==> src/design/rml_pkg.sv <==
// ----------------------------------------------------------------------------
// rml_pkg: shared types and constants for the record member layout block
// Word layouts for the member and result items and the storage unit size
// used for bit-field packing.
// ----------------------------------------------------------------------------
package rml_pkg;

	// Default width of the running offset registers
	localparam int OFFSET_BITS_DEF = 16;

	// Bit-field storage unit, must be a power of two
	localparam int UNIT_BYTES = 4;
	localparam int UNIT_NBITS = UNIT_BYTES * 8;

	// Field widths of the member and result words
	localparam int SIZE_W  = 16;
	localparam int ALIGN_W = 13;
	localparam int FBITS_W = 6;
	localparam int BOFF_W  = 5;

	// Stream word widths
	localparam int IN_DATA_W  = 40;
	localparam int IN_USER_W  = 2;
	localparam int OUT_DATA_W = 56;
	localparam int OUT_USER_W = 1;

	// One member description
	typedef struct packed {
		logic [SIZE_W-1:0]  member_size;
		logic [ALIGN_W-1:0] member_align;
		logic               bitfield_flag;
		logic [FBITS_W-1:0] field_bits;
		logic               is_union;
		logic               last_member;
	} item_t;

	// One layout result
	typedef struct packed {
		logic [SIZE_W-1:0]  member_offset;
		logic [BOFF_W-1:0]  member_bit_offset;
		logic [SIZE_W-1:0]  record_size;
		logic [ALIGN_W-1:0] record_align;
		logic               record_done;
		logic               overflow;
	} result_t;

endpackage

==> src/design/rml_align_norm.sv <==
// ----------------------------------------------------------------------------
// rml_align_norm: alignment normalizer
// Maps a raw alignment to a power of two: zero becomes one, anything else
// keeps only its highest set bit.
// ----------------------------------------------------------------------------
module rml_align_norm (
	input  logic [rml_pkg::ALIGN_W-1:0] align_raw,
	output logic [rml_pkg::ALIGN_W-1:0] align_norm
);

	// Keep the highest set bit, default to one
	always_comb begin
		align_norm = rml_pkg::ALIGN_W'(1);
		for (int i = 0; i < rml_pkg::ALIGN_W; i++) begin
			if (align_raw[i]) begin
				align_norm = rml_pkg::ALIGN_W'(1) << i;
			end
		end
	end

endmodule

==> src/design/rml_layout_core.sv <==
// ----------------------------------------------------------------------------
// rml_layout_core: member placement logic and running layout state
// Places one member per adv cycle against running offset, bit-field unit and
// union width registers, and clears the state after the last member.
// ----------------------------------------------------------------------------
module rml_layout_core #(
	parameter int OFFSET_BITS = rml_pkg::OFFSET_BITS_DEF
) (
	input  logic             clk,
	input  logic             arst_n,
	input  logic             adv,
	input  rml_pkg::item_t   item,
	output rml_pkg::result_t result
);

	// Work width covers offset plus a full member size or alignment pad
	localparam int W = ((OFFSET_BITS > rml_pkg::SIZE_W) ? OFFSET_BITS : rml_pkg::SIZE_W) + 2;
	localparam logic [W-1:0] OMAX = {{(W-OFFSET_BITS){1'b0}}, {OFFSET_BITS{1'b1}}};
	localparam logic [W-1:0] UBW  = W'(rml_pkg::UNIT_BYTES);
	localparam logic [rml_pkg::FBITS_W-1:0] UBITS = rml_pkg::FBITS_W'(rml_pkg::UNIT_NBITS);
	localparam logic [rml_pkg::ALIGN_W-1:0] UALIGN = rml_pkg::ALIGN_W'(rml_pkg::UNIT_BYTES);

	// Running state
	logic [OFFSET_BITS-1:0]      run_q;
	logic [OFFSET_BITS-1:0]      ustart_q;
	logic [OFFSET_BITS-1:0]      widest_q;
	logic [rml_pkg::ALIGN_W-1:0] salign_q;
	logic [rml_pkg::FBITS_W-1:0] ubits_q;
	logic                        uopen_q;
	logic                        ovf_q;

	// Next state
	logic [W-1:0]                run_d;
	logic [W-1:0]                ust_d;
	logic [W-1:0]                wid_d;
	logic [rml_pkg::ALIGN_W-1:0] sal_d;
	logic [rml_pkg::FBITS_W-1:0] ub_d;
	logic                        uo_d;
	logic                        ovf_d;

	// Result pieces
	logic [W-1:0]                off;
	logic [W-1:0]                rsize;
	logic [W-1:0]                endv;
	logic [W-1:0]                t;
	logic [rml_pkg::FBITS_W-1:0] boff;
	logic [rml_pkg::FBITS_W-1:0] wb;
	logic [rml_pkg::ALIGN_W-1:0] ralign;

	// Saturate to the offset range
	function automatic logic [W-1:0] sat(input logic [W-1:0] v);
		return (v > OMAX) ? OMAX : v;
	endfunction

	// Round up to a power-of-two alignment
	function automatic logic [W-1:0] rup(input logic [W-1:0] v,
			input logic [rml_pkg::ALIGN_W-1:0] a);
		logic [W-1:0] m;
		m = W'(a) - W'(1);
		return (v + m) & ~m;
	endfunction

	// Place the member
	always_comb begin
		run_d  = W'(run_q);
		ust_d  = W'(ustart_q);
		wid_d  = W'(widest_q);
		sal_d  = salign_q;
		ub_d   = ubits_q;
		uo_d   = uopen_q;
		ovf_d  = ovf_q;
		off    = '0;
		boff   = '0;
		rsize  = '0;
		ralign = '0;
		endv   = '0;
		t      = '0;
		wb     = (item.field_bits > UBITS) ? UBITS : item.field_bits;

		if (item.is_union) begin
			// Union: everything at zero, track widest member
			t = item.bitfield_flag ? UBW : W'(item.member_size);
			if (t > OMAX) ovf_d = 1'b1;
			t = sat(t);
			if (item.member_align > sal_d) sal_d = item.member_align;
			if (t > wid_d) wid_d = t;
		end else if (item.bitfield_flag) begin
			if (wb == '0) begin
				// Zero width: close the open unit
				if (ub_d != '0) begin
					t = ust_d + UBW;
					if (t > OMAX) ovf_d = 1'b1;
					run_d = sat(t);
				end
				ub_d = '0;
				uo_d = 1'b0;
			end else begin
				// Open a new unit when none is open or the field does not fit
				if (!uo_d || ({1'b0, ub_d} + {1'b0, wb}) > {1'b0, UBITS}) begin
					if (ub_d != '0) begin
						t = ust_d + UBW;
						if (t > OMAX) ovf_d = 1'b1;
						run_d = sat(t);
					end
					ub_d = '0;
					t = rup(run_d, UALIGN);
					if (t > OMAX) ovf_d = 1'b1;
					ust_d = sat(t);
					run_d = ust_d;
					uo_d  = 1'b1;
				end
				off  = ust_d;
				boff = ub_d;
				ub_d = ub_d + wb;
				if (UALIGN > sal_d) sal_d = UALIGN;
			end
		end else begin
			// Plain member: close unit, align, advance
			if (ub_d != '0) begin
				t = ust_d + UBW;
				if (t > OMAX) ovf_d = 1'b1;
				run_d = sat(t);
			end
			ub_d = '0;
			uo_d = 1'b0;
			if (item.member_align > sal_d) sal_d = item.member_align;
			t = rup(run_d, item.member_align);
			if (t > OMAX) ovf_d = 1'b1;
			run_d = sat(t);
			off = run_d;
			t = run_d + W'(item.member_size);
			if (t > OMAX) ovf_d = 1'b1;
			run_d = sat(t);
		end

		// Finish the record on the last member
		if (item.last_member) begin
			if (item.is_union) begin
				endv = wid_d;
			end else begin
				if (ub_d != '0) begin
					t = ust_d + UBW;
					if (t > OMAX) ovf_d = 1'b1;
					run_d = sat(t);
				end
				endv = run_d;
			end
			ralign = sal_d;
			if (endv != '0) begin
				t = rup(endv, sal_d);
				if (t > OMAX) ovf_d = 1'b1;
				rsize = sat(t);
			end
		end
	end

	// Drive the result
	always_comb begin
		result.member_offset     = off[rml_pkg::SIZE_W-1:0];
		result.member_bit_offset = boff[rml_pkg::BOFF_W-1:0];
		result.record_size       = rsize[rml_pkg::SIZE_W-1:0];
		result.record_align      = ralign;
		result.record_done       = item.last_member;
		result.overflow          = ovf_d;
	end

	// Update state, clear after the last member
	always_ff @(posedge clk or negedge arst_n) begin
		if (!arst_n) begin
			run_q    <= '0;
			ustart_q <= '0;
			widest_q <= '0;
			salign_q <= rml_pkg::ALIGN_W'(1);
			ubits_q  <= '0;
			uopen_q  <= 1'b0;
			ovf_q    <= 1'b0;
		end else if (adv) begin
			if (item.last_member) begin
				run_q    <= '0;
				ustart_q <= '0;
				widest_q <= '0;
				salign_q <= rml_pkg::ALIGN_W'(1);
				ubits_q  <= '0;
				uopen_q  <= 1'b0;
				ovf_q    <= 1'b0;
			end else begin
				run_q    <= run_d[OFFSET_BITS-1:0];
				ustart_q <= ust_d[OFFSET_BITS-1:0];
				widest_q <= wid_d[OFFSET_BITS-1:0];
				salign_q <= sal_d;
				ubits_q  <= ub_d;
				uopen_q  <= uo_d;
				ovf_q    <= ovf_d;
			end
		end
	end

endmodule

==> src/design/record_member_layout_top.sv <==
// ----------------------------------------------------------------------------
// record_member_layout_top: struct and union member layout engine
// Input stage, placement logic and output register for one record at a time.
// ----------------------------------------------------------------------------
// Usage:
//   Feed the members of a record in declaration order on the s_ channel, one
//   word per member, with s_tlast on the final member. Each member yields one
//   result word on the m_ channel carrying its byte and bit offset; the word
//   for the final member has m_tlast set and also carries the padded record
//   size and alignment. m_tuser flags an offset overflow within the record.
//   An accepted member passes the input register, then the result register,
//   before its result word appears. Throughput is one member per cycle while
//   m_tready holds no result back: the placement logic is combinational against
//   the running offset registers, so members may follow back to back.
//   Reset clears both stages and the running layout state, so the first
//   member after reset starts a new record at offset zero.
//   When m_tready is low the result register holds; the input register takes
//   one more word if empty, after which s_tready drops until the result drains.
// ----------------------------------------------------------------------------
module record_member_layout_top #(
	parameter int OFFSET_BITS = rml_pkg::OFFSET_BITS_DEF
) (
	input  logic                           clk,
	input  logic                           arst_n,
	// member_size[15:0], member_align[28:16], field_bits[34:29], zero fill
	input  logic [rml_pkg::IN_DATA_W-1:0]  s_tdata,
	// bitfield_flag[0], is_union[1]
	input  logic [rml_pkg::IN_USER_W-1:0]  s_tuser,
	input  logic                           s_tlast,
	input  logic                           s_tvalid,
	output logic                           s_tready,
	// member_offset[15:0], member_bit_offset[20:16], record_size[36:21],
	// record_align[49:37], zero fill
	output logic [rml_pkg::OUT_DATA_W-1:0] m_tdata,
	// overflow[0]
	output logic [rml_pkg::OUT_USER_W-1:0] m_tuser,
	output logic                           m_tlast,
	output logic                           m_tvalid,
	input  logic                           m_tready
);

	logic                        valid_s1;
	logic                        valid_s2;
	rml_pkg::item_t              item_s1;
	rml_pkg::item_t              item_in;
	rml_pkg::result_t            res_s2;
	rml_pkg::result_t            res_d;
	logic [rml_pkg::ALIGN_W-1:0] align_norm;
	logic                        load_s2;
	logic                        adv;

	// Normalize the alignment ahead of the input register
	rml_align_norm u_align (
		.align_raw  (s_tdata[28:16]),
		.align_norm (align_norm)
	);

	// Unpack the input word
	always_comb begin
		item_in.member_size   = s_tdata[15:0];
		item_in.member_align  = align_norm;
		item_in.bitfield_flag = s_tuser[0];
		item_in.field_bits    = s_tdata[34:29];
		item_in.is_union      = s_tuser[1];
		item_in.last_member   = s_tlast;
	end

	// Stage handshake
	assign load_s2  = !valid_s2 || m_tready;
	assign adv      = valid_s1 && load_s2;
	assign s_tready = !valid_s1 || load_s2;

	// Stage valid flags
	always_ff @(posedge clk or negedge arst_n) begin
		if (!arst_n) begin
			valid_s1 <= 1'b0;
			valid_s2 <= 1'b0;
		end else begin
			if (s_tready) valid_s1 <= s_tvalid;
			if (load_s2) valid_s2 <= valid_s1;
		end
	end

	// Stage payloads
	always_ff @(posedge clk) begin
		if (s_tvalid && s_tready) item_s1 <= item_in;
		if (adv) res_s2 <= res_d;
	end

	// Placement logic and running state
	rml_layout_core #(
		.OFFSET_BITS (OFFSET_BITS)
	) u_core (
		.clk    (clk),
		.arst_n (arst_n),
		.adv    (adv),
		.item   (item_s1),
		.result (res_d)
	);

	// Pack the result word
	assign m_tvalid = valid_s2;
	assign m_tlast  = res_s2.record_done;
	assign m_tuser  = res_s2.overflow;
	assign m_tdata  = {6'b0, res_s2.record_align, res_s2.record_size,
		res_s2.member_bit_offset, res_s2.member_offset};

endmodule
==> config.mk <==
export PLATFORM = sky130hd
export DESIGN_NAME = record_member_layout_top
export DESIGN_NICKNAME = d
export VERILOG_FILES = /design/src/design/rml_pkg.sv /design/src/design/rml_align_norm.sv /design/src/design/rml_layout_core.sv /design/src/design/record_member_layout_top.sv
export SDC_FILE = /design/constraint.sdc
export NUM_CORES = 1
export LEC_CHECK = 0
export ABC_AREA = 1
export BUFFER_PORTS_ARGS = -buffer_cell sky130_fd_sc_hd__buf_2
export CORE_MARGIN = 5
export CORE_UTILIZATION = 65
export CTS_BUF_LIST = sky130_fd_sc_hd__clkbuf_4 sky130_fd_sc_hd__clkbuf_8
export DETAILED_ROUTE_END_ITERATION = 8
export HOLD_SLACK_MARGIN = 0.12
export PLACE_DENSITY_LB_ADDON = 0.08
export SYNTH_ARGS = -nofsm -noshare
export SYNTH_HDL_FRONTEND = slang
export SYNTH_SLANG_ARGS = --single-unit
==> constraint.sdc <==
create_clock -name clk -period 15.3 [get_ports clk]
set_input_delay 3.06 -clock clk [delete_from_list [all_inputs] [get_ports clk]]
set_output_delay 3.06 -clock clk [all_outputs]
set_load 0.01 [all_outputs]
# ---- After elaboration in Yosys (flattened, before gate mapping)
# Index checks and enable logic that the tools add are counted.
dict set report classes {
  n_addsub 10
  n_lt_le_gt_ge 12
  n_eq_ne 2
  muxes 81
  n_bitwise 5
  reduce_logical 25
}
# operator n
set op_table {}
lappend op_table {{$mux W18} 26}
lappend op_table {{$gt A18 B16 Y1 const B} 7}
lappend op_table {{$mux W16} 7}
lappend op_table {{$mux W13} 6}
lappend op_table {{$mux W6} 10}
lappend op_table {{$add A18 B18 Y18} 2}
lappend op_table {{$and A18 B18 Y18} 2}
lappend op_table {{$not A18 Y18} 2}
lappend op_table {{$sub A13 B1 Y14 const B} 2}
lappend op_table {{$mux W1} 22}
lappend op_table {{$add A18 B16 Y18} 1}
lappend op_table {{$add A18 B2 Y18 const B} 1}
lappend op_table {{$add A18 B3 Y18 const B} 1}
lappend op_table {{$gt A18 B16 Y1} 1}
lappend op_table {{$reduce_bool A18 Y1} 1}
lappend op_table {{$add A16 B3 Y17 const B} 1}
lappend op_table {{$gt A13 B13 Y1} 1}
lappend op_table {{$gt A3 B13 Y1 const A} 1}
lappend op_table {{$mux W12} 1}
lappend op_table {{$reduce_bool A6 Y1} 2}
lappend op_table {{$mux W11} 1}
lappend op_table {{$reduce_or A11 Y1} 1}
lappend op_table {{$mux W10} 1}
lappend op_table {{$reduce_or A10 Y1} 1}
lappend op_table {{other kinds (28)} 34}
dict set report word_totals {
  regBits 161
  inputBits 47
  elab_cells 166
}

# ---- Depth between registers and ports, before layout
# Gate-level depths: netlist of run 1.
dict set report depth {
  depth_word 29
  ltp_mapped 63
  ltp_nobuf 62
}

# ---- Modules after synthesis
# A second synthesis of run 1 with hierarchy kept.
dict set report hier_totals {
  hier_cells 1906
  hier_area_um2 13535.5
}
# mod instances cells_each area_per_inst_um2 seq_area_each_um2
set modules_own_cells {}
lappend modules_own_cells {rml_layout_core 1 1756 10482.6 1727.9}
lappend modules_own_cells {record_member_layout_top 1 109 2846.5 2752.6}
lappend modules_own_cells {rml_align_norm 1 41 206.4 0.0}

# ---- Least setup slack after synthesis of run 1
# No wires, ideal clock.
dict set report synth_timing {
  path_type {reg2reg}
  start {reg u_core.ustart_q[2]}
  end {reg res_s2 (netlist bit m_tdata[28]) (data pin)}
  arrival_ps 7755
  required_ps 15154
  path_slack_ps 7399
  stages_incl_launch_ff 57
  period_less_slack_ps 7901
  path_cell_list {dfrtp_1 ha_1 nand2_1 nor2_4 nand3_4 nor2_4 nor2_4 nand2_2 nand2_2 inv_1 ha_1 inv_1 a21oi_1 a21boi_0 o21ai_1 a21oi_1 o21ai_1 nand2_1 [21 not listed] nand2_2 ha_1 inv_1 nor3_1 nand2_1 nand2_1 a21oi_1 o21bai_1 a21oi_1 o21bai_1 a21oi_1 o21bai_1 a21oi_1 o311ai_0 nor2_1 nand2_1 nand2_1 a21oi_1}
}
dict set report synth_via {
  elab_chain_len 25
}
# element line_no
set synth_rtl {}
lappend synth_rtl {{start, declared} rml_layout_core.sv:25} ;# logic [OFFSET_BITS-1:0] ustart_q;
lappend synth_rtl {{start signal, assigned} rml_layout_core.sv:188} ;# ustart_q <= ust_d[OFFSET_BITS-1:0];
lappend synth_rtl {{$add A16 B3 Y17} {rml_layout_core.sv:91, rml_layout_core.sv:101, rml_layout_core.sv:120}}
lappend synth_rtl {{$gt A18 B16 Y1} rml_layout_core.sv:52} ;# return (v > OMAX) ? OMAX : v;
lappend synth_rtl {{$mux W18} rml_layout_core.sv:52}
lappend synth_rtl {{$mux W18} {rml_layout_core.sv:90, rml_layout_core.sv:100, rml_layout_core.sv:119}}
lappend synth_rtl {{$mux W18} rml_layout_core.sv:99} ;# if (!uo_d || ({1'b0, ub_d} + {1'b0, wb}) > {1'b0, UBITS}) begin
lappend synth_rtl {{$mux W18} rml_layout_core.sv:88} ;# if (wb == '0) begin
lappend synth_rtl {{$mux W18} rml_layout_core.sv:87} ;# end else if (item.bitfield_flag) begin
lappend synth_rtl {{$mux W18} rml_layout_core.sv:80} ;# if (item.is_union) begin
lappend synth_rtl {{[9 not listed]} n/a}
lappend synth_rtl {{$mux W18} rml_layout_core.sv:52}
lappend synth_rtl {{$mux W18 *} rml_layout_core.sv:141} ;# if (ub_d != '0) begin
lappend synth_rtl {{$mux W18 *} rml_layout_core.sv:138} ;# if (item.is_union) begin
lappend synth_rtl {{$mux W18 *} rml_layout_core.sv:137} ;# if (item.last_member) begin
lappend synth_rtl {{$add A18 B18 Y18} rml_layout_core.sv:60} ;# return (v + m) & ~m;
lappend synth_rtl {{$and A18 B18 Y18} rml_layout_core.sv:60}
lappend synth_rtl {{$gt A18 B16 Y1} rml_layout_core.sv:52}
lappend synth_rtl {{$mux W16} rml_layout_core.sv:52}
lappend synth_rtl {{end signal, assigned} record_member_layout_top.sv:87} ;# if (adv) res_s2 <= res_d;
lappend synth_rtl {{end, declared} record_member_layout_top.sv:46} ;# rml_pkg::result_t res_s2;
# Every way passes the cells marked *; elsewhere a longest branch is shown, timed or not. The select of a mux whose other input is x is not followed.
# A chain may end at the register's enable or synchronous reset.

# ---- Final worst setup path of run 1
dict set report layout_timing {
  start {reg u_core.ustart_q[2]}
  end {reg res_s2 (netlist bit m_tdata[24]) (data pin)}
}
# Same word-level chain as after synthesis.

==> results of run 1 <==
==> power by group through the flow <==
stage	clock network, W	logic [W]	registers [W]
finish	0.000312	0.00163	0.000628
global route	0.000333	0.00183	0.000638
CTS	0.000315	0.00160	0.000626
detailed placement	0	0.00159	0.000634
global placement	0	0.00155	0.000632
floorplan	0	0.00120	0.000637
==> worst max-delay path, delay by kind of cell, from the launching register on <==
family | cells | cell delay [ns]
flops | 1 | 0.50
simple gates | 24 | 3.38
fa+ha+maj | 5 | 1.20
buf+inv | 6 | 0.74
compound gates | 20 | 4.27
xor+xnor | 1 | 0.09
==> synth_stat cells, drive strengths merged <==
library cell  number
a32oi              1
buf               20
nand3             78
o221ai            10
xor2              40
dfrtp             70
or2               20
edfxtp            90
nand4             25
a41oi              1
a31oi             15
clkbuf            35
conb               1
xnor2             21
a21boi             5
and2               2
a21o               2
o311ai             1
nand2            465
nor4b              1
o31ai              1
nor3b              2
nor2             177
nor3              23
o21bai             6
o21a               2
inv              261
clkinv             2
fa                 4
nor4               7
nand3b             3
o21ai            167
o32ai              1
a22o               1
o211ai            19
o22ai             44
a21oi             97
a22oi              3
o2111ai            1
dfstp              1
ha                93
==> worst max path at each step <==
stage                                         startpoint                   endpoint  slack (ns)
after global routing      u_core.ustart_q[2]$_DFFE_PN0P_  m_tdata[32]$_SDFFCE_PN0P_        4.04
after detailed placement  u_core.ustart_q[2]$_DFFE_PN0P_  m_tdata[24]$_SDFFCE_PN0P_        5.19
after CTS                 u_core.ustart_q[2]$_DFFE_PN0P_  m_tdata[24]$_SDFFCE_PN0P_        5.08
final                     u_core.ustart_q[2]$_DFFE_PN0P_  m_tdata[24]$_SDFFCE_PN0P_        4.95
after global placement    u_core.ustart_q[2]$_DFFE_PN0P_  m_tdata[28]$_SDFFCE_PN0P_        5.31
after floorplan           u_core.ustart_q[2]$_DFFE_PN0P_  m_tdata[28]$_SDFFCE_PN0P_        7.40
==> per-stage QoR <==
stage	hold WS [ns]	power (W)
finish	0.534	0.00257
global route	0.559	0.00280
CTS	0.529	0.00254
detailed placement	0.510	0.00222
global placement	0.496	0.00218
floorplan	0.476	0.00184
==> registers in the layout, indices dropped and copies added, names as in the netlist <==
| name | count |
|---|---|
| u_core.uopen_q | 1 |
| u_core.salign_q | 13 |
| u_core.ustart_q | 16 |
| m_tvalid | 1 |
| m_tdata | 50 |
| u_core.run_q | 16 |
| u_core.ovf_q | 1 |
| valid_s1 | 1 |
| u_core.widest_q | 16 |
| u_core.ubits_q | 6 |
| m_tlast | 1 |
| item_s1 | 38 |
| m_tuser | 1 |
==> routing by layer <==
layer	GRT usage	routed length [µm]	up-vias
met1	0.434	16100	5801
met2	0.509	17200	558
met4	0.111	1300	0
met5	0	0	-
met3	0.0803	3670	83
li1	-	-	6196
==> kinds of logic after synthesis <==
group           count (synthesis)  share of synthesized area
simple gates                  803                      0.274
xor+xnor                       61                     0.0401
compound gates                377                      0.161
buf+inv                       318                     0.0940
other cells                     1                   0.000282
fa+ha+maj                      97                     0.0934
flops                         161                      0.336
==> cell type report <==
class | instances | share of cell area
Tap cell | 270 | 0.0235
Sequential cell | 161 | 0.312
Timing Repair Buffer | 106 | 0.0390
Clock inverter | 15 | 0.00941
Multi-Input combinational cell | 1346 | 0.530
Clock buffer | 17 | 0.0163
Inverter | 263 | 0.0695
==> impl_metrics.toml, run 1 <==
[routing]
wl_per_cell_um = 17.6
detail-route-antenna-nets = 0
wl_mm = 38.2
vias = 12600
drt_iter0_drc = 1132
first_pass_iters = 6
drc = 0
vias_per_cell = 5.80

[layout]
n_antenna_cell = 0
fin_nets = 2039
multi_input_area_mm2 = 0.00761
final_common_cell = "nand2_1"
finish.instance_area_mm2 = 0.0144
finalNonFillerCells = 2178
n_fill_cell = 1721
fin_util = 0.709
drive_gt1_frac = 0.128
seqCellArea_mm2 = 0.00448
syn2layout_area_growth_pct = 7.81
final_cell_mix = "nand2_1, inv_1, nor2_1"

[worst_hold_path]
hp-class = "reg2reg"
hp-start = "u_core.widest_q[0]$_DFFE_PN0P_"
whs_path_depth = 2
hold_end = "u_core.widest_q[0]$_DFFE_PN0P_"

[job]
drv_cap = 0

[clock_network]
cts_resized = 0
clock_latency_ns = 0.48
numCtsBuffers = 17
cts_tree = "yes"
cts.clk_slew.worst_paths_ns = 0.10
ctsLongestPathBuffers = 2
cts.hold.buffers_added = 0
htreeDepth = 4
post_cts_buffers = 0
cts_root_buf = "clkbuf_8"
cts.sinks = 161

[critical_path]
cp-end-kind = "flop"
r2r-end = "m_tdata[24]$_SDFFCE_PN0P_"
cpPeakStageDelay_ns = 0.50
rr_startpoint = "u_core.ustart_q[2]$_DFFE_PN0P_"
rr_worst_depth = 56
worstSetupPathType = "reg2reg"
worst_setup_path_start_kind = "flop"
cp_max_fo = 15
worst_path_max_delay_cell = "dfrtp_1"
cpMostUsedCell = "nand2_1"
cp.required_ns = 15.63
crit_arrival_ns = 10.67
rrSetupSlack_ns = 4.95

[placement]
post-dp-hpwl_mm = 29.4
portBuffers = 94
gp_congestion = 0.967
dp.cells = 2146
place_area_mm2 = 0.0140
post-place-ws_ns = 5.19

[global_route]
grt_pass1_wl_mm = 60.7
antenna_found_initial = 0
grt-ovfl-total = 0
grt_pass1_vias = 11700
grt_usage = 0.322
grt_max_degree = 81

[floorplan]
std_cell_rows = 52
die_w_um = 153
start_util = 0.658
die_height_um = 153
die-area_mm2 = 0.0234
core_mm2 = 0.0202
pin_count = 107

[timing]
fin_worst_skew_ns = 0.0151
worst_slack_ns = 4.95
rsz0062_at_grt = "no"
hold_viol_final = 0
tightest_slew_ns = 1.02
finalSetupTns_ns = 0
slew_headroom = 0.318
setup_viol = 0
max_freq_mhz = 96.7
slew_violations = 0
finalCritPeriodShare = 0.676
fin_crit_ns = 10.35

[synth]
syn_area_mm2 = 0.0133
synth.avg_cell_area_um2 = 7.32
synth_seq_cells = 161
synth.distinct_cells = 63
synth_seq_area_share = 0.336
ys_top_cells_by_area = "edfxtp_1, dfrtp_1, nand2_1, ha_1, inv_1"
yosysTopAreaCell = "edfxtp_1"
ys_warn_count = 0
synth.top_cell.area_share = 0.203
netlist_instances = 1818

[power_and_ir_drop]
p_clk_frac = 0.121
intPower_w = 0.00125
p_seq_frac = 0.244
power.density_mw_per_mm2 = 179
power_switching_w = 0.00132
netSwitchingFraction = 0.514
irDropWorstVdd_uv = 101
p_leak_nw = 6.99
comb_power_share = 0.635

[outcome]
status = "complete, no violations"
(Power assumes the default switching activity.)
==> run 2, diff against run 1 <==
--- a/config.mk
+++ b/config.mk
@@ -8,7 +8,7 @@
 export ABC_AREA = 1
 export BUFFER_PORTS_ARGS = -buffer_cell sky130_fd_sc_hd__buf_2
 export CORE_MARGIN = 5
-export CORE_UTILIZATION = 65
+export CORE_UTILIZATION = 63
 export CTS_BUF_LIST = sky130_fd_sc_hd__clkbuf_4 sky130_fd_sc_hd__clkbuf_8
 export DETAILED_ROUTE_END_ITERATION = 8
 export HOLD_SLACK_MARGIN = 0.12
==> constraint.sdc (replaced) <==
create_clock -name clk -period 10.2 [get_ports clk]
set_input_delay 2.04 -clock clk [delete_from_list [all_inputs] [get_ports clk]]
set_output_delay 2.04 -clock clk [all_outputs]
set_load 0.01 [all_outputs]
==> run 2 against run 1 <==
Sequential power rose by 50%; maximum frequency rose by 9.6%; clock skew rose by 0.0035 ns; global-route usage rose by 0.50 points; clock-buffer cell count rose by 2; non-clock buffer count rose by 3; combinational power rose by 52%; register-to-register slack got worse by 4.2 ns; clock power rose by 62%; critical endpoint is now m_tdata[32]$_SDFFCE_PN0P_.
==> impl_metrics.toml, run 2 (synthesized netlist as in run 1, its figures left out) <==
[timing]
max_freq_mhz = 106
hold_viol_final = 0
setup_viol = 0
worst_slack_ns = 0.762
fin_hold_ws_ns = 0.543
fin_crit_ns = 9.44
tightest_slew_ns = 1.05
slew_violations = 0
finalCritPeriodShare = 0.925
fin_worst_skew_ns = 0.0187
slew_headroom = 0.297

[placement]
place_area_mm2 = 0.0140
portBuffers = 94
post-dp-hpwl_mm = 30.5
post-place-ws_ns = 0.510
gp_congestion = 0.978
dp.cells = 2153

[power_and_ir_drop]
comb_power_share = 0.631
p_seq_frac = 0.240
irDropWorstVdd_uv = 142
netSwitchingFraction = 0.510
p_clk_frac = 0.129
power_switching_w = 0.00200
intPower_w = 0.00192
power.density_mw_per_mm2 = 272
p_leak_nw = 7.03

[routing]
vias_per_cell = 5.85
detail-route-antenna-nets = 0
wl_per_cell_um = 18.0
drc = 0
wl_mm = 39.4
vias = 12800
drt_iter0_drc = 1127
first_pass_iters = 6

[clock_network]
numCtsBuffers = 17
cts_tree = "yes"
ctsLongestPathBuffers = 2
cts.sinks = 161
cts.clk_slew.worst_paths_ns = 0.10
cts.hold.buffers_added = 0
cts_root_buf = "clkbuf_8"
clock_latency_ns = 0.47
htreeDepth = 4

[global_route]
grt_pass1_wl_mm = 62.6
grt-ovfl-total = 0
grt_max_degree = 72
grt_usage = 0.327
antenna_found_initial = 0
grt_pass1_vias = 12200

[critical_path]
cp_max_fo = 9
cpMostUsedCell = "nand2_1"
cpPeakStageDelay_ns = 0.49
worst_path_max_delay_cell = "dfrtp_1"
worstPathBufferInverterCount = 5
critPathTopFamily = "compound AO/OA/AOI/OAI gates"
crit_arrival_ns = 9.77
cp-end-kind = "flop"
worstSetupPathType = "reg2reg"
worst_setup_path_start_kind = "flop"
cp.required_ns = 10.53
rr_worst_depth = 52
worst-path-stages = 52

[worst_hold_path]
hp-class = "reg2reg"
whs_path_depth = 2

[floorplan]
start_util = 0.637
pin_count = 107
std_cell_rows = 53
die_height_um = 155
core_mm2 = 0.0209
die-area_mm2 = 0.0241
die_w_um = 155

[layout]
final_common_cell = "nand2_1"
syn2layout_area_growth_pct = 8.43
final_cell_mix = "nand2_1, inv_1, nor2_1"
finish.instance_area_mm2 = 0.0144
fin_util = 0.691
drive_gt1_frac = 0.133
finalNonFillerCells = 2186
largest_reg_flops = 50
fin_nets = 2042
n_antenna_cell = 0

[outcome]
status = "complete, no violations"

[job]
drv_cap = 0
run 2: cell types whose count changed in the layout (fill, tap and decap cells not counted), moves of 2 or more:
cell	change
buf_4	+4
inv_6	+3
a21boi_0	-2
inv_1	-2
a21boi_1	+2
clkinv_1	-2
clkinv_4	-2
run 2: what timing repair did:
item	in CTS	in global routing
endpoints found under the setup margin	0	17
gates resized for setup	0	6
buffers inserted	0	1
run 2: per-layer routing:
metal	up-vias	part of all wire	wire (µm)	global-route usage
met5	-	0	0	0
met4	0	0.032	1260	0.109
met3	94	0.090	3560	0.0679
met2	563	0.46	18300	0.531
met1	5921	0.41	16400	0.439
li1	6218	-	-	-
run 2: power groups by stage:
| stage | registers (W) | logic, W | clock network [W] |
|---|---|---|---|
| 2_1_floorplan | 0.000956 | 0.00180 | 0 |
| 3_3_place_gp | 0.000949 | 0.00235 | 0 |
| 3_5_place_dp | 0.000952 | 0.00240 | 0 |
| 4_1_cts | 0.000940 | 0.00242 | 0.000508 |
| 5_1_grt | 0.000958 | 0.00276 | 0.000538 |
| 6_report | 0.000942 | 0.00248 | 0.000507 |
run 2: final timing paths:
path                                           startpoint                      endpoint  slack [ns]
setup / recovery           u_core.ustart_q[2]$_DFFE_PN0P_     m_tdata[32]$_SDFFCE_PN0P_        0.76
hold / removal                       m_tvalid$_DFFE_PN0P_          m_tvalid$_DFFE_PN0P_        0.54
setup reg to reg           u_core.ustart_q[2]$_DFFE_PN0P_     m_tdata[32]$_SDFFCE_PN0P_        0.76
hold reg to reg                      m_tvalid$_DFFE_PN0P_          m_tvalid$_DFFE_PN0P_        0.54
max in group asynchronous                          arst_n   u_core.run_q[1]$_DFFE_PN0P_        7.78
min in group asynchronous                          arst_n  u_core.run_q[12]$_DFFE_PN0P_        1.72
run 2: layout make-up:
| cell class | instances | area (µm²) |
|---|---|---|
| clock buffer | 19 | 255 |
| clock inverter | 13 | 150 |
| fill | 1811 | 6450 |
| inverter | 263 | 1000 |
| multi-input combinational | 1346 | 7620 |
| sequential | 161 | 4480 |
| tap | 275 | 344 |
| timing repair buffer | 109 | 586 |
run 2: worst reg2reg max path, delay by kind of cell, from the launching register on:
kind | cells | cell delay, ns
AOI/OAI and AO/OA | 21 | 3.78
xor gates and xnor gates | 1 | 0.16
adders and majority gates | 4 | 1.42
buffers and inverters | 5 | 0.73
DFF | 1 | 0.49
and+or+nand+nor | 21 | 2.74
run 2: stage by stage:
| stage | TNS (ns) | total power [W] |
|---|---|---|
| after floorplan | 0 | 0.00275 |
| after global placement | 0 | 0.00330 |
| after detailed placement | 0 | 0.00336 |
| after CTS | 0 | 0.00387 |
| after global routing | -0.00376 | 0.00426 |
| final | 0 | 0.00392 |
==> run 3, diff against run 2 <==
--- a/config.mk
+++ b/config.mk
@@ -7,12 +7,14 @@
 export LEC_CHECK = 0
 export ABC_AREA = 1
 export BUFFER_PORTS_ARGS = -buffer_cell sky130_fd_sc_hd__buf_2
+export CELL_PAD_IN_SITES_DETAIL_PLACEMENT = 0
+export CELL_PAD_IN_SITES_GLOBAL_PLACEMENT = 1
 export CORE_MARGIN = 5
-export CORE_UTILIZATION = 63
+export CORE_UTILIZATION = 50
 export CTS_BUF_LIST = sky130_fd_sc_hd__clkbuf_4 sky130_fd_sc_hd__clkbuf_8
 export DETAILED_ROUTE_END_ITERATION = 8
 export HOLD_SLACK_MARGIN = 0.12
-export PLACE_DENSITY_LB_ADDON = 0.08
+export PLACE_DENSITY_LB_ADDON = 0.1
 export SYNTH_ARGS = -nofsm -noshare
 export SYNTH_HDL_FRONTEND = slang
 export SYNTH_SLANG_ARGS = --single-unit
==> constraint.sdc (replaced) <==
create_clock -name clk -period 11.1 [get_ports clk]
set_input_delay 2.22 -clock clk [delete_from_list [all_inputs] [get_ports clk]]
set_output_delay 2.22 -clock clk [all_outputs]
set_load 0.01 [all_outputs]
==> run 3 against run 2 <==
Hold slack about the same; non-clock buffer count is 3 lower; core utilization shrank 14 points; sequential share of layout area decreased by 0.12 points; global-route usage decreased by 5.7 points; sequential power fell by 7.9%; critical path type unchanged; sequential cell count unchanged.
==> impl_metrics.toml, run 3 (synthesized netlist as in run 1, its figures left out) <==
[power_and_ir_drop]
irDropWorstVdd_uv = 109
p_leak_nw = 7.02
power.density_mw_per_mm2 = 249

[critical_path]
endpoint = "m_tdata[30]$_SDFFCE_PN0P_"
crit_start = "u_core.ustart_q[3]$_DFFE_PN0P_"
rrSetupSlack_ns = 1.23
cpPeakStageDelay_ns = 0.49
cp_max_fo = 12
cpMostUsedCell = "nand2_1"
worst_setup_path_start_kind = "flop"
cp-end-kind = "flop"
rr_startpoint = "u_core.ustart_q[3]$_DFFE_PN0P_"
crit_arrival_ns = 10.20
worstSetupPathType = "reg2reg"
worst_path_max_delay_cell = "dfrtp_1"
rr_worst_depth = 54
r2r-end = "m_tdata[30]$_SDFFCE_PN0P_"
cp.required_ns = 11.44

[routing]
vias_per_cell = 5.55
wl_per_cell_um = 18.4
wl_mm = 41.3
drt_iter0_drc = 1033
detail-route-antenna-nets = 0
drc = 0
vias = 12400
first_pass_iters = 9

[layout]
finalNonFillerCells = 2243
n_antenna_cell = 0
final_cell_mix = "nand2_1, inv_1, nor2_1"
n_fill_cell = 2593
fin_nets = 2039
largest_reg_flops = 50
syn2layout_area_growth_pct = 8.84
drive_gt1_frac = 0.131
final_common_cell = "nand2_1"

[timing]
hold_viol_final = 0
rsz0062_at_grt = "no"
fin_crit_ns = 9.87
max_freq_mhz = 101
finalCritPeriodShare = 0.889
fin_worst_skew_ns = 0.0265
setup_viol = 0
slew_headroom = 0.302
tightest_slew_ns = 1.05
slew_violations = 0
finalSetupTns_ns = 0
worst_slack_ns = 1.23

[placement]
post-dp-hpwl_mm = 31.8
post-place-ws_ns = 1.18
dp.cells = 2211
gp_congestion = 0.930
portBuffers = 94

[floorplan]
pin_count = 107
std_cell_rows = 59
die_height_um = 173
core_mm2 = 0.0261
die-area_mm2 = 0.0300
start_util = 0.510
die_w_um = 173

[clock_network]
numCtsBuffers = 17
cts.clk_slew.worst_paths_ns = 0.11
cts_root_buf = "clkbuf_8"
cts_tree = "yes"
clock_latency_ns = 0.49
ctsLongestPathBuffers = 2
htreeDepth = 4
cts.sinks = 161
post_cts_buffers = 0

[worst_hold_path]
hp-class = "reg2reg"
whs_path_depth = 2

[global_route]
grt_pass1_vias = 11800
grt_pass1_wl_mm = 64.8
grt_max_degree = 77
grt_usage = 0.270
antenna_found_initial = 0
grt-ovfl-total = 0

[job]
drv_cap = 0

[outcome]
status = "complete, no violations"
==> run 3: changes by cell type in the layout (fill, tap and decap cells not counted), sizes merged <==
cell      before  now
bufinv         2    0
clkbuf        19   17
inv          266  268
clkinv         5   10
clkinvlp       3    0
buf          109  106
==> run 3: metal layers <==
layer | vias up | GRT usage | wire, µm
li1 | 6199 | - | -
met3 | 39 | 0.0463 | 3080
met1 | 5765 | 0.386 | 19100
met2 | 446 | 0.432 | 18400
met4 | 0 | 0.0602 | 738
met5 | - | 0 | 0
==> run 3: layout make-up <==
type	instances	area (µm²)	share of cell area
Clock buffer	17	234	0.0161
Clock inverter	15	186	0.0129
Multi-Input combinational cell	1346	7610	0.525
Inverter	263	997	0.0688
Sequential cell	161	4480	0.309
Timing Repair Buffer	106	563	0.0389
Tap cell	335	419	0.0289
==> run 3: per-stage QoR <==
stage | power, W | utilization | area (µm²) | hold WS (ns)
2_1_floorplan | 0.00253 | - | 13300 | 0.476
3_5_place_dp | 0.00311 | 0.538 | 14100 | 0.518
3_3_place_gp | 0.00308 | 0.538 | 14100 | 0.504
6_report | 0.00360 | 0.555 | 14500 | 0.543
5_1_grt | 0.00394 | 0.555 | 14500 | 0.564
4_1_cts | 0.00358 | 0.554 | 14500 | 0.540
==> run 3: worst min path at each step <==
stage | from | end | slack [ns]
6_report | u_core.widest_q[0]$_DFFE_PN0P_ | u_core.widest_q[0]$_DFFE_PN0P_ | 0.54
5_1_grt | u_core.widest_q[0]$_DFFE_PN0P_ | u_core.widest_q[0]$_DFFE_PN0P_ | 0.56
4_1_cts | u_core.widest_q[0]$_DFFE_PN0P_ | u_core.widest_q[0]$_DFFE_PN0P_ | 0.54
3_5_place_dp | u_core.widest_q[0]$_DFFE_PN0P_ | u_core.widest_q[0]$_DFFE_PN0P_ | 0.52
3_3_place_gp | u_core.widest_q[0]$_DFFE_PN0P_ | u_core.widest_q[0]$_DFFE_PN0P_ | 0.50
2_1_floorplan | u_core.widest_q[0]$_DFFE_PN0P_ | u_core.widest_q[0]$_DFFE_PN0P_ | 0.48
==> run 3: critical path, delay by kind of cell (launching register included) <==
family | cells | cell delay (ns)
AOI/OAI and AO/OA | 21 | 4.17
and+or+nand+nor | 23 | 3.17
adders and majority gates | 4 | 1.15
buffers and inverters | 5 | 0.56
DFF | 1 | 0.49
xor gates and xnor gates | 1 | 0.14
==> run 3: what timing repair did <==
action	CTS	global route
gates resized for setup	0	1
endpoints found under the hold margin	0	0
hold buffers	0	0
endpoints found under the setup margin	0	1
==> run 3: power breakdown <==
part | total [W] | switching [W] | internal, W
Clock | 0.000468 | 0.000294 | 0.000174
Combinational | 0.00227 | 0.00151 | 0.000758
Sequential | 0.000868 | 0.0000814 | 0.000786
